$ cat config.mk
export PLATFORM = sky130hd
export DESIGN_NAME = particle_euler_integrator
export DESIGN_NICKNAME = d
export VERILOG_FILES = /design/src/rtl/pei_pkg.sv /design/src/rtl/pei_mul.sv /design/src/rtl/pei_div.sv /design/src/rtl/particle_euler_integrator.sv
export SDC_FILE = /design/constraint.sdc
export NUM_CORES = 2
export LEC_CHECK = 0
export BUFFER_PORTS_ARGS = -buffer_cell sky130_fd_sc_hd__buf_2
export CORE_MARGIN = 2
export CORE_UTILIZATION = 27
export CTS_CLUSTER_DIAMETER = 200
export DETAILED_ROUTE_END_ITERATION = 7
export GPL_TIMING_DRIVEN = 0
export PLACE_DENSITY = 0.42
export RECOVER_POWER = 100
export SLEW_MARGIN = 20
export SYNTH_ARGS = -nofsm -noshare
export SYNTH_HDL_FRONTEND = slang
export SYNTH_SLANG_ARGS = --single-unit
$ cat constraint.sdc
create_clock -name clk -period 31.6 [get_ports clk]
set_input_delay 3.16 -clock clk [delete_from_list [all_inputs] [get_ports clk]]
set_output_delay 3.16 -clock clk [all_outputs]
set_load 0.02 [all_outputs]
$ cat src/rtl/pei_pkg.sv
// Shared types, codes and saturating helpers of the particle Euler integrator.
// No dependencies; used by every RTL module through scoped names.
`default_nettype none
package pei_pkg;

  typedef enum logic [1:0] {
    REQ_ADD_FORCE = 2'd0,
    REQ_UPDATE    = 2'd1,
    REQ_SET_POS   = 2'd2,
    REQ_SET_VEL   = 2'd3
  } req_t;

  localparam int unsigned CFG_IDX_W = 8;
  localparam logic [CFG_IDX_W-1:0] CFG_TIME_STEP = 8'd0;
  localparam logic [CFG_IDX_W-1:0] CFG_MASS      = 8'd1;
  localparam logic [CFG_IDX_W-1:0] CFG_MAX_SPEED = 8'd2;
  localparam logic [CFG_IDX_W-1:0] CFG_LIMIT_EN  = 8'd3;

  localparam logic [31:0] MASS_FLOOR = 32'd7;

  typedef struct packed {
    logic        start;
    logic [31:0] a;
    logic [31:0] b;
  } mul_req_t;

  typedef struct packed {
    logic        start;
    logic [63:0] num;
    logic [31:0] den;
  } div_req_t;

  typedef enum logic [3:0] {
    ST_IDLE,
    ST_FDIV,
    ST_FDIV_W,
    ST_SQ,
    ST_SQ_W,
    ST_MSQ,
    ST_MSQ_W,
    ST_ROOT,
    ST_SMUL,
    ST_SMUL_W,
    ST_SDIV,
    ST_SDIV_W,
    ST_PMUL,
    ST_PMUL_W
  } state_t;

  function automatic logic [31:0] sat_add32(input logic [31:0] a, input logic [31:0] b);
    logic [32:0] s;
    s = {a[31], a} + {b[31], b};
    if (s[32] != s[31]) return s[32] ? 32'h8000_0000 : 32'h7FFF_FFFF;
    return s[31:0];
  endfunction

  function automatic logic [31:0] mag32(input logic [31:0] v);
    return v[31] ? (~v + 32'd1) : v;
  endfunction

  function automatic logic [31:0] from_mag(input logic neg, input logic [63:0] mag);
    if (neg) begin
      if (mag >= 64'h0000_0000_8000_0000) return 32'h8000_0000;
      return ~mag[31:0] + 32'd1;
    end
    if (mag >= 64'h0000_0000_7FFF_FFFF) return 32'h7FFF_FFFF;
    return mag[31:0];
  endfunction

endpackage
`default_nettype wire

$ cat src/rtl/pei_mul.sv
// Bit-serial 32x32 unsigned shift-add multiplier, one multiplier bit per cycle.
// Depends on pei_pkg for the request struct.
`default_nettype none
module pei_mul (
  input  wire logic              clk,
  input  wire logic              rst_n,
  input  wire pei_pkg::mul_req_t req,
  output logic                   done,
  output logic [63:0]            prod
);

  logic [31:0] a_r, a_nxt;
  logic [31:0] hi_r, hi_nxt;
  logic [31:0] lo_r, lo_nxt;
  logic [4:0]  cnt_r, cnt_nxt;
  logic        busy_r, busy_nxt;
  logic        done_r, done_nxt;
  logic [32:0] sum;

  always_comb begin
    a_nxt    = a_r;
    hi_nxt   = hi_r;
    lo_nxt   = lo_r;
    cnt_nxt  = cnt_r;
    busy_nxt = busy_r;
    done_nxt = 1'b0;
    sum      = {1'b0, hi_r} + (lo_r[0] ? {1'b0, a_r} : 33'd0);
    if (req.start) begin
      a_nxt    = req.a;
      lo_nxt   = req.b;
      hi_nxt   = '0;
      cnt_nxt  = 5'd31;
      busy_nxt = 1'b1;
    end else if (busy_r) begin
      // add and shift the product right by one
      hi_nxt = sum[32:1];
      lo_nxt = {sum[0], lo_r[31:1]};
      cnt_nxt = cnt_r - 5'd1;
      if (cnt_r == 5'd0) begin
        busy_nxt = 1'b0;
        done_nxt = 1'b1;
      end
    end
  end

  always_ff @(posedge clk) begin
    if (!rst_n) begin
      busy_r <= 1'b0;
      done_r <= 1'b0;
      cnt_r  <= '0;
    end else begin
      busy_r <= busy_nxt;
      done_r <= done_nxt;
      cnt_r  <= cnt_nxt;
    end
    a_r  <= a_nxt;
    hi_r <= hi_nxt;
    lo_r <= lo_nxt;
  end

  assign done = done_r;
  assign prod = {hi_r, lo_r};

endmodule
`default_nettype wire

$ cat src/rtl/pei_div.sv
// Restoring 64/32 unsigned divider, one quotient bit per cycle.
// Depends on pei_pkg for the request struct.
`default_nettype none
module pei_div (
  input  wire logic              clk,
  input  wire logic              rst_n,
  input  wire pei_pkg::div_req_t req,
  output logic                   done,
  output logic [63:0]            quo
);

  logic [63:0] q_r, q_nxt;
  logic [31:0] rem_r, rem_nxt;
  logic [31:0] den_r, den_nxt;
  logic [5:0]  cnt_r, cnt_nxt;
  logic        busy_r, busy_nxt;
  logic        done_r, done_nxt;
  logic [32:0] trial;
  logic [32:0] diff;

  always_comb begin
    q_nxt    = q_r;
    rem_nxt  = rem_r;
    den_nxt  = den_r;
    cnt_nxt  = cnt_r;
    busy_nxt = busy_r;
    done_nxt = 1'b0;
    trial    = {rem_r, q_r[63]};
    diff     = trial - {1'b0, den_r};
    if (req.start) begin
      q_nxt    = req.num;
      den_nxt  = req.den;
      rem_nxt  = '0;
      cnt_nxt  = 6'd63;
      busy_nxt = 1'b1;
    end else if (busy_r) begin
      // shift in the next dividend bit, subtract when it fits
      if (trial >= {1'b0, den_r}) begin
        rem_nxt = diff[31:0];
        q_nxt   = {q_r[62:0], 1'b1};
      end else begin
        rem_nxt = trial[31:0];
        q_nxt   = {q_r[62:0], 1'b0};
      end
      cnt_nxt = cnt_r - 6'd1;
      if (cnt_r == 6'd0) begin
        busy_nxt = 1'b0;
        done_nxt = 1'b1;
      end
    end
  end

  always_ff @(posedge clk) begin
    if (!rst_n) begin
      busy_r <= 1'b0;
      done_r <= 1'b0;
      cnt_r  <= '0;
    end else begin
      busy_r <= busy_nxt;
      done_r <= done_nxt;
      cnt_r  <= cnt_nxt;
    end
    q_r   <= q_nxt;
    rem_r <= rem_nxt;
    den_r <= den_nxt;
  end

  assign done = done_r;
  assign quo  = q_r;

endmodule
`default_nettype wire

$ cat src/rtl/particle_euler_integrator.sv
// Explicit Euler integrator for one particle in Q16.16 fixed point.
// Depends on pei_pkg, pei_mul and pei_div.
//
// Usage: drive in_req_type and in_vec_x/y/z and raise start while busy is low;
// the item is taken at that clock edge. Add-force, set-position and
// set-velocity items take effect at that edge and give no result; busy stays
// low. An update item raises busy and, when done, pulses out_valid for one
// cycle with the new position and velocity on out_pos_* and out_vel_*; busy
// is low in that same cycle, so the next item may be started at once.
// The receiver cannot stall; the result shows for its single strobe cycle.
// An update runs on one shared bit-serial multiplier and one shared
// restoring divider: three force divisions plus three position products.
// With limiting on and the speed above max_speed, three squares, one square
// of max_speed, a square root and three multiply-divide rescales are added;
// with limiting on but not exceeded, the three squares and the square of
// max_speed are added.
// Configuration writes via cfg_we/cfg_index/cfg_wdata take effect at once.
// Reset (synchronous, rst_n low) zeroes the state and loads register defaults.
`default_nettype none
module particle_euler_integrator (
  input  wire logic                            clk,
  input  wire logic                            rst_n,
  input  wire logic                            start,
  output logic                                 busy,
  input  wire logic [1:0]                      in_req_type,
  input  wire logic signed [31:0]              in_vec_x,
  input  wire logic signed [31:0]              in_vec_y,
  input  wire logic signed [31:0]              in_vec_z,
  output logic                                 out_valid,
  output logic signed [31:0]                   out_pos_x,
  output logic signed [31:0]                   out_pos_y,
  output logic signed [31:0]                   out_pos_z,
  output logic signed [31:0]                   out_vel_x,
  output logic signed [31:0]                   out_vel_y,
  output logic signed [31:0]                   out_vel_z,
  input  wire logic                            cfg_we,
  input  wire logic [pei_pkg::CFG_IDX_W-1:0]   cfg_index,
  input  wire logic [31:0]                     cfg_wdata
);

  pei_pkg::state_t state_r, state_nxt;

  logic [31:0] pos_r [3];
  logic [31:0] pos_nxt [3];
  logic [31:0] vel_r [3];
  logic [31:0] vel_nxt [3];
  logic [31:0] frc_r [3];
  logic [31:0] frc_nxt [3];

  logic [31:0] tstep_r, tstep_nxt;
  logic [31:0] mass_r, mass_nxt;
  logic [30:0] vmax_r, vmax_nxt;
  logic        lim_en_r, lim_en_nxt;

  logic [1:0]  ax_r, ax_nxt;
  logic [63:0] lsq_r, lsq_nxt;
  logic [63:0] rad_r, rad_nxt;
  logic [33:0] rem_r, rem_nxt;
  logic [31:0] root_r, root_nxt;
  logic [4:0]  rcnt_r, rcnt_nxt;
  logic        oval_r, oval_nxt;

  pei_pkg::mul_req_t mul_req;
  pei_pkg::div_req_t div_req;
  logic        mul_done, div_done;
  logic [63:0] mul_prod, div_quo;

  logic [31:0] in_vec [3];
  logic [31:0] mass_eff;
  logic [31:0] vel_mag;
  logic [35:0] rcand;
  logic [35:0] rtrial;
  logic [35:0] rdiff;

  pei_mul u_mul (
    .clk  (clk),
    .rst_n(rst_n),
    .req  (mul_req),
    .done (mul_done),
    .prod (mul_prod)
  );

  pei_div u_div (
    .clk  (clk),
    .rst_n(rst_n),
    .req  (div_req),
    .done (div_done),
    .quo  (div_quo)
  );

  assign in_vec[0] = in_vec_x;
  assign in_vec[1] = in_vec_y;
  assign in_vec[2] = in_vec_z;
  assign mass_eff  = (mass_r < pei_pkg::MASS_FLOOR) ? pei_pkg::MASS_FLOOR : mass_r;
  assign vel_mag   = pei_pkg::mag32(vel_r[ax_r]);
  assign rcand     = {rem_r, rad_r[63:62]};
  assign rtrial    = {2'b00, root_r, 2'b01};
  assign rdiff     = rcand - rtrial;

  always_comb begin
    state_nxt  = state_r;
    pos_nxt    = pos_r;
    vel_nxt    = vel_r;
    frc_nxt    = frc_r;
    tstep_nxt  = tstep_r;
    mass_nxt   = mass_r;
    vmax_nxt   = vmax_r;
    lim_en_nxt = lim_en_r;
    ax_nxt     = ax_r;
    lsq_nxt    = lsq_r;
    rad_nxt    = rad_r;
    rem_nxt    = rem_r;
    root_nxt   = root_r;
    rcnt_nxt   = rcnt_r;
    oval_nxt   = 1'b0;
    mul_req    = '0;
    div_req    = '0;

    if (cfg_we) begin
      unique case (cfg_index)
        pei_pkg::CFG_TIME_STEP: tstep_nxt  = cfg_wdata;
        pei_pkg::CFG_MASS:      mass_nxt   = cfg_wdata;
        pei_pkg::CFG_MAX_SPEED: vmax_nxt   = cfg_wdata[30:0];
        pei_pkg::CFG_LIMIT_EN:  lim_en_nxt = cfg_wdata[0];
        default: ;
      endcase
    end

    unique case (state_r)
      pei_pkg::ST_IDLE: begin
        if (start) begin
          unique case (pei_pkg::req_t'(in_req_type))
            pei_pkg::REQ_ADD_FORCE: begin
              for (int i = 0; i < 3; i++) frc_nxt[i] = pei_pkg::sat_add32(frc_r[i], in_vec[i]);
            end
            pei_pkg::REQ_SET_POS: pos_nxt = in_vec;
            pei_pkg::REQ_SET_VEL: vel_nxt = in_vec;
            pei_pkg::REQ_UPDATE: begin
              ax_nxt    = 2'd0;
              state_nxt = pei_pkg::ST_FDIV;
            end
            default: ;
          endcase
        end
      end
      pei_pkg::ST_FDIV: begin
        div_req.start = 1'b1;
        div_req.num   = {16'd0, pei_pkg::mag32(frc_r[ax_r]), 16'd0};
        div_req.den   = mass_eff;
        state_nxt     = pei_pkg::ST_FDIV_W;
      end
      pei_pkg::ST_FDIV_W: begin
        if (div_done) begin
          vel_nxt[ax_r] = pei_pkg::sat_add32(vel_r[ax_r],
                                             pei_pkg::from_mag(frc_r[ax_r][31], div_quo));
          frc_nxt[ax_r] = '0;
          if (ax_r == 2'd2) begin
            ax_nxt    = 2'd0;
            lsq_nxt   = '0;
            state_nxt = lim_en_r ? pei_pkg::ST_SQ : pei_pkg::ST_PMUL;
          end else begin
            ax_nxt    = ax_r + 2'd1;
            state_nxt = pei_pkg::ST_FDIV;
          end
        end
      end
      pei_pkg::ST_SQ: begin
        mul_req.start = 1'b1;
        mul_req.a     = vel_mag;
        mul_req.b     = vel_mag;
        state_nxt     = pei_pkg::ST_SQ_W;
      end
      pei_pkg::ST_SQ_W: begin
        if (mul_done) begin
          lsq_nxt = lsq_r + mul_prod;
          if (ax_r == 2'd2) begin
            ax_nxt    = 2'd0;
            state_nxt = pei_pkg::ST_MSQ;
          end else begin
            ax_nxt    = ax_r + 2'd1;
            state_nxt = pei_pkg::ST_SQ;
          end
        end
      end
      pei_pkg::ST_MSQ: begin
        mul_req.start = 1'b1;
        mul_req.a     = {1'b0, vmax_r};
        mul_req.b     = {1'b0, vmax_r};
        state_nxt     = pei_pkg::ST_MSQ_W;
      end
      pei_pkg::ST_MSQ_W: begin
        if (mul_done) begin
          if (lsq_r > mul_prod) begin
            rad_nxt   = lsq_r;
            rem_nxt   = '0;
            root_nxt  = '0;
            rcnt_nxt  = 5'd31;
            state_nxt = pei_pkg::ST_ROOT;
          end else begin
            state_nxt = pei_pkg::ST_PMUL;
          end
        end
      end
      pei_pkg::ST_ROOT: begin
        // take two radicand bits per cycle, one root bit out
        rad_nxt = {rad_r[61:0], 2'b00};
        if (rcand >= rtrial) begin
          rem_nxt  = rdiff[33:0];
          root_nxt = {root_r[30:0], 1'b1};
        end else begin
          rem_nxt  = rcand[33:0];
          root_nxt = {root_r[30:0], 1'b0};
        end
        rcnt_nxt = rcnt_r - 5'd1;
        if (rcnt_r == 5'd0) begin
          ax_nxt    = 2'd0;
          state_nxt = pei_pkg::ST_SMUL;
        end
      end
      pei_pkg::ST_SMUL: begin
        mul_req.start = 1'b1;
        mul_req.a     = vel_mag;
        mul_req.b     = {1'b0, vmax_r};
        state_nxt     = pei_pkg::ST_SMUL_W;
      end
      pei_pkg::ST_SMUL_W: begin
        if (mul_done) state_nxt = pei_pkg::ST_SDIV;
      end
      pei_pkg::ST_SDIV: begin
        div_req.start = 1'b1;
        div_req.num   = mul_prod;
        div_req.den   = root_r;
        state_nxt     = pei_pkg::ST_SDIV_W;
      end
      pei_pkg::ST_SDIV_W: begin
        if (div_done) begin
          vel_nxt[ax_r] = pei_pkg::from_mag(vel_r[ax_r][31], div_quo);
          if (ax_r == 2'd2) begin
            ax_nxt    = 2'd0;
            state_nxt = pei_pkg::ST_PMUL;
          end else begin
            ax_nxt    = ax_r + 2'd1;
            state_nxt = pei_pkg::ST_SMUL;
          end
        end
      end
      pei_pkg::ST_PMUL: begin
        mul_req.start = 1'b1;
        mul_req.a     = vel_mag;
        mul_req.b     = tstep_r;
        state_nxt     = pei_pkg::ST_PMUL_W;
      end
      pei_pkg::ST_PMUL_W: begin
        if (mul_done) begin
          pos_nxt[ax_r] = pei_pkg::sat_add32(pos_r[ax_r],
                            pei_pkg::from_mag(vel_r[ax_r][31], {16'd0, mul_prod[63:16]}));
          if (ax_r == 2'd2) begin
            oval_nxt  = 1'b1;
            state_nxt = pei_pkg::ST_IDLE;
          end else begin
            ax_nxt    = ax_r + 2'd1;
            state_nxt = pei_pkg::ST_PMUL;
          end
        end
      end
      default: state_nxt = pei_pkg::ST_IDLE;
    endcase
  end

  always_ff @(posedge clk) begin
    if (!rst_n) begin
      state_r  <= pei_pkg::ST_IDLE;
      tstep_r  <= 32'h0001_0000;
      mass_r   <= 32'h0001_0000;
      vmax_r   <= 31'h7FFF_FFFF;
      lim_en_r <= 1'b0;
      oval_r   <= 1'b0;
      ax_r     <= '0;
      rcnt_r   <= '0;
      for (int i = 0; i < 3; i++) begin
        pos_r[i] <= '0;
        vel_r[i] <= '0;
        frc_r[i] <= '0;
      end
    end else begin
      state_r  <= state_nxt;
      tstep_r  <= tstep_nxt;
      mass_r   <= mass_nxt;
      vmax_r   <= vmax_nxt;
      lim_en_r <= lim_en_nxt;
      oval_r   <= oval_nxt;
      ax_r     <= ax_nxt;
      rcnt_r   <= rcnt_nxt;
      pos_r    <= pos_nxt;
      vel_r    <= vel_nxt;
      frc_r    <= frc_nxt;
    end
    lsq_r  <= lsq_nxt;
    rad_r  <= rad_nxt;
    rem_r  <= rem_nxt;
    root_r <= root_nxt;
  end

  assign busy      = (state_r != pei_pkg::ST_IDLE);
  assign out_valid = oval_r;
  assign out_pos_x = pos_r[0];
  assign out_pos_y = pos_r[1];
  assign out_pos_z = pos_r[2];
  assign out_vel_x = vel_r[0];
  assign out_vel_y = vel_r[1];
  assign out_vel_z = vel_r[2];

endmodule
`default_nettype wire

; Word level (Yosys, flattened, before mapping)
; Index checks and enable logic that the tools add are counted.
[op_classes]
eq_ne = 41
n_mux = 185
order_cmp = 10
add_sub_neg = 17
n_bitwise = 10
reduce_logical = 31
[ops]
columns = op, n
row1 = $mux 32, 58
row2 = $mux 96, 10
row3 = $mux 64, 7
row4 = $pmux 96 s2, 2
row5 = $bwmux 96, 3
row6 = $pmux 96 s3, 1
row7 = $pmux 65 s4, 1
row8 = $pmux 64 s2, 2
row9 = $pmux 97 s2, 1
row10 = $bmux 32 s2, 3
row11 = $add 32x32->33, 5
row12 = $add 32x1->32 const B, 4
row13 = $not 32->32, 4
row14 = $mux 34, 3
row15 = $and 96x96->96, 1
row16 = $not 96->96, 1
row17 = $pmux 34 s2, 1
row18 = $add 64x64->64, 1
row19 = $demux 32 s2, 1
row20 = $ge 64x31->1 const B, 1
row21 = $ge 64x32->1 const B, 1
row22 = $gt 64x64->1, 1
row23 = $pmux 32 s2, 1
row24 = $mux 1, 59
row25 = 52 further kinds, 122
[totals]
reg_bits = 829
output_inout_bits = 194
wordCells = 327
input_bits = 142

; Depth between registers and ports, before layout
[logic_depth]
depth_word = 25
ltp_mapped = 26
mapped_depth_nobuf = 25

; Modules after synthesis
; A second synthesis with hierarchy kept.
[hier_totals]
cells_unflattened = 7510
hier_area_um2 = 60812.1
[by_module_without_submodules]
columns = module, seq_area_each_um2, cells_per_inst, instances, area_per_inst_um2
row1 = particle_euler_integrator, 13753.2, 6331, 1, 47789.6
row2 = pei_div, 3683.5, 659, 1, 7347.0
row3 = pei_mul, 2702.6, 520, 1, 5675.4

; Worst setup path after synthesis
; Ideal clock, no wire load.
[synth_path]
path_kind = flip-flop to flip-flop
startpoint = register u_mul.hi_r[13]
endpoint = register rcnt_r[4]
arrival_time_ns = 16.623
setup_slack_ns = 14.907
t_required_ns = 31.530
period_less_slack_ns = 16.693
setup_ns = 0.070
stages_incl_launch_ff = 14
path_buffers = 1
cell_sequence = dfxtp_1 -> inv_1 -> ha_1 -> clkbuf_1 -> nand4_1 -> nor4_1 -> nand3_1 -> nor2b_1 -> a32o_1 -> a21oi_1 -> o41ai_1 -> nand3_1 -> xor2_1 -> a21oi_1
[synth_between]
elab_chain_cells = 3
[synth_lines]
columns = item, line_no
row1 = from (decl), pei_mul.sv:13  ; logic [31:0] hi_r, hi_nxt;
row2 = from (signal assigned), pei_mul.sv:57  ; hi_r <= hi_nxt;
row3 = $gt 64x64->1, particle_euler_integrator.sv:193  ; if (lsq_r > mul_prod) begin
row4 = $ne 2x2->1 (no source line), --
row5 = $reduce_and 3->1 (no source line), --
row6 = to (signal assigned), particle_euler_integrator.sv:293  ; rcnt_r <= rcnt_nxt;
row7 = to (decl), particle_euler_integrator.sv:60  ; logic [4:0] rcnt_r, rcnt_nxt;
; No other way between the ends.
; A chain may end at the register's enable or synchronous reset.

; Worst setup path after layout
[layout_path]
startpoint = register ax_r[0]
endpoint = register pos_r (netlist bit out_pos_y[10])
[layout_between]
elab_chain_cells = 21
word_cells_on_any_way = 31
classes_between = add/sub: 1 / order compare: 2 / eq/ne: 1 / mux: 25 / bitwise: 1 / reduce/logical: 1
[layout_lines]
columns = item, line_no
row1 = from (decl), particle_euler_integrator.sv:55  ; logic [1:0] ax_r, ax_nxt;
row2 = from (signal assigned), particle_euler_integrator.sv:292  ; ax_r <= ax_nxt;
row3 = $not 2->3 (implied by the code) *, "particle_euler_integrator.sv:255, particle_euler_integrator.sv:256"
row4 = $bmux 32 s2, particle_euler_integrator.sv:256  ; pei_pkg::from_mag(vel_r[ax_r][31], {16'd0, mul_prod[63:16]}));
row5 = $mux 32 (implied by the code) (2 in series), particle_euler_integrator.sv:256
row6 = $mux 1, --
row7 = $mux 1, particle_euler_integrator.sv:254  ; if (mul_done) begin
row8 = $mux 1, particle_euler_integrator.sv:129  ; unique case (state_r)
row9 = $mux 32, pei_pkg.sv:66  ; if (mag >= 64'h0000_0000_7FFF_FFFF) return 32'h7FFF_FFFF;
row10 = $mux 32, particle_euler_integrator.sv:254
row11 = [... 4 more ...], --
row12 = $mux 1, particle_euler_integrator.sv:254
row13 = $mux 1, particle_euler_integrator.sv:129
row14 = $mux 32, pei_pkg.sv:54  ; return s[31:0];
row15 = $mux 32, particle_euler_integrator.sv:254
row16 = $mux 32, particle_euler_integrator.sv:129
row17 = $bwmux 96 *, particle_euler_integrator.sv:255  ; pos_nxt[ax_r] = pei_pkg::sat_add32(pos_r[ax_r],
row18 = $mux 96 *, particle_euler_integrator.sv:254
row19 = $pmux 96 s2 *, particle_euler_integrator.sv:129
row20 = to (signal assigned), particle_euler_integrator.sv:294  ; pos_r <= pos_nxt;
row21 = to (decl), particle_euler_integrator.sv:43  ; logic [31:0] pos_r [3];
; Mark *: on every way between the ends. The rest lies on a longest branch, timed or not. The select of a mux whose other input is x is not followed.

==> impl_metrics.ini <==
[sta]
timing.fmax_mhz = 79.1
worstMarginPinSlew_ns = 3.06
tns_ns = 0
drv_slew = 166
post-route-period-util_pct = 40.0
period_needed_ns = 12.65
finClkSkew_ns = 0.0823
final-setup-viol-count = 0
rsz0062_at_grt = false
slew_headroom_pct = -104
hold_violations = 0

[detailed_routing]
postRouteAntennaNets = 0
drt_iter0_drc = 6192
wl_per_cell_um = 30.0
routed_wl_um = 321000
via_per_inst = 5.65
first_pass_iters = 6
drc = 0
vias = 60400

[final_layout]
fill_cells = 23400
final_core_util_pct = 31.3
regArea_um2 = 20100
area_growth_pct = 15.3
multi_input_area_um2 = 35900
nets = 8294
drive_gt1_share_pct = 5.17

[clock_tree]
clk_pin_slew_ns = 0.07
insertion_delay_ns = 0.79
cts.sinks = 829
clockBufferDepth = 3
post-cts-setup-buffers = 0
post_cts_resized = 0
ctsHoldBuffers = 0
cts_buffers = 108
cts_tree = done
htreeDepth = 3
cts-root-buf = clkbuf_16

[synthesis]
ys_seq_area_share_pct = 34.3
synth_area_um2 = 58800
syn_inst = 7248
synth_edf_count = 354
synth_seq_cells = 829
syn_avg_cell_area_um2 = 8.11
ys_top_cells_by_area = edfxtp_1, dfxtp_1, ha_1
synthFlopType = dfxtp_1
synth.distinct_cells = 87
synthesis.nets = 7803
async_flop_share_pct = 0
ys_warn_count = 0
yosys.area.top_type = edfxtp_1
synth_top_area_share_pct = 18.1

[floorplan]
die-height_um = 471
coreArea_um2 = 217000
dieWidth_um = 471
dieArea_um2 = 221000
fp-row-count = 171
start_util_pct = 27.1
ioPinCount = 336

[run_status]
violations = capacitance limit, slew limit
status = finished with violations

[hold_path]
hold_path_class = flop to flop
min_path_cells = 2
min_to = frc_r[46]
min_from = frc_r[46]

[grt]
grt_max_degree = 49
grt-ovfl-total = 0
grt_pass1_wl_um = 446000
grt_antenna_before_repair = 7
track_usage_pct = 27.9
grt_pass1_vias = 58000

[worst_setup_path]
reg2reg_to = out_pos_y[10]
crit_required_ns = 32.17
cp-start-kind = flop
worst-r2r-setup-slack_ns = 18.95
crit_arrival_ns = 13.22
reg2regPathDepth = 21
timing.rr.start = ax_r[0]
critical_path_class = flop to flop
end_kind = flop
path_max_fanout = 10

[job]
cap_violations = 8

[placement]
gp_congestion = 1.00
dp_hpwl_um = 261000
portBuffers = 335

[power]
irDropWorstVdd_mv = 0.0626
power_density_nw_per_um2 = 94.3
leakage_nw = 26.3
==> area by class of cell <==
| class | count | area share, % |
|---|---|---|
| antenna | 6 | 0.0222 |
| buffer | 416 | 2.31 |
| clock buffer | 143 | 4.35 |
| clock inverter | 61 | 1.11 |
| inverter | 316 | 1.75 |
| multi-input combinational | 5687 | 53.1 |
| sequential | 829 | 29.7 |
| tap | 2854 | 5.27 |
| timing repair buffer | 381 | 2.42 |
==> cell usage after synthesis (55+ instances only) <==
cell type,number
nor2b_1,59
nor4_1,58
mux2i_1,193
clkbuf_1,376
a211oi_1,61
a21o_1,136
nand2b_1,60
nor3_1,116
nand4_1,58
a22o_1,90
nand2_1,811
nor2_1,645
ha_1,405
a22oi_1,117
a31oi_1,99
dfxtp_1,475
o21ai_0,643
nand3_1,115
inv_1,313
and2_1,60
o21bai_1,72
xor2_1,108
edfxtp_1,354
a21oi_1,855
o22ai_1,55
xnor2_1,222
==> cells in the final DEF, fill, tap and decap left out, types with 193 or more instances in the layout <==
cell type and instances:
xnor2_1 222, o21ai_0 635, edfxtp_1 354, a21oi_1 855
inv_1 313, dfxtp_1 475, mux2i_1 193, ha_1 405
nand2_1 811, clkbuf_1 650, nor2_1 644
==> per-layer routing <==
| metal | track usage (%) | up-vias | wire (um) |
|---|---|---|---|
| li1 | - | 27600 | - |
| met1 | 34.6 | 29300 | 131000 |
| met2 | 42.7 | 2760 | 137000 |
| met3 | 4.95 | 789 | 22500 |
| met4 | 22.1 | 8 | 30300 |
| met5 | 0.281 | - | 109 |
==> sequential cells by signal, summed over array words and instances (netlist names), 34 cells and up <==
register and cells:
frc_r 96, lsq_r 64, rad_r 64, u_div.quo 64
rem_r 34
==> critical path, cell delays in order, from the launching register on <==
cell and delay (ns):
dfxtp_1 0.59, clkbuf_1 0.88, clkbuf_1 0.92, clkbuf_1 0.88, clkbuf_1 0.97, clkbuf_1 0.73, clkbuf_1 0.80, clkbuf_1 0.98
mux2i_1 0.28, o21ai_0 0.84, ha_1 0.38, or4_1 0.15, o21ai_0 0.10, a211oi_1 0.52, a31oi_1 0.29, o211ai_1 0.37
a31o_1 0.38, nand2b_1 0.16, nor3_1 0.91, nor2_1 0.30, o21ai_0 0.82, nor3_1 0.13
==> worst max-delay path by stage <==
stage | slack, ns | endpoint | from
after floorplan | 14.91 | rcnt_r[4] | u_mul.hi_r[13]
after global placement | 3.23 | rcnt_r[4] | u_mul.hi_r[24]
after detailed placement | 20.99 | out_pos_x[10] | ax_r[0]
after CTS | 20.90 | out_pos_y[10] | ax_r[0]
after global routing | 18.86 | out_pos_y[7] | ax_r[0]
final | 18.95 | out_pos_y[10] | ax_r[0]
==> where the power goes <==
part / internal, mW / switching (mW) / total [mW]
Combinational: 1.04 / 2.36 / 3.41
Clock: 0.764 / 0.565 / 1.33
Sequential: 1.37 / 0.289 / 1.66
Total: 3.17 / 3.22 / 6.39
==> stage by stage <==
step                setup WS [ns]  power, mW  cells  cell area (um2)  hold WS [ns]
floorplan                   14.91       3.65   7248            58800         0.435
global placement             3.23       4.96  10400            64000         0.451
detailed placement          20.99       4.97  10500            64600         0.455
CTS                         20.90       6.33  10700            68300         0.463
global route                18.86       6.69  10700            67800         0.479
finish                      18.95       6.39  10700            67800         0.465
==> cells by family after synthesis <==
family / count (synthesis) / synth area share, %
simple gates: 2159 / 16.5
compound gates: 2591 / 27.4
xor+xnor: 330 / 4.92
fa+ha+maj: 413 / 8.89
mux: 194 / 3.31
buf+inv: 732 / 4.69
flops: 829 / 34.3
(Power assumes the default switching activity.)
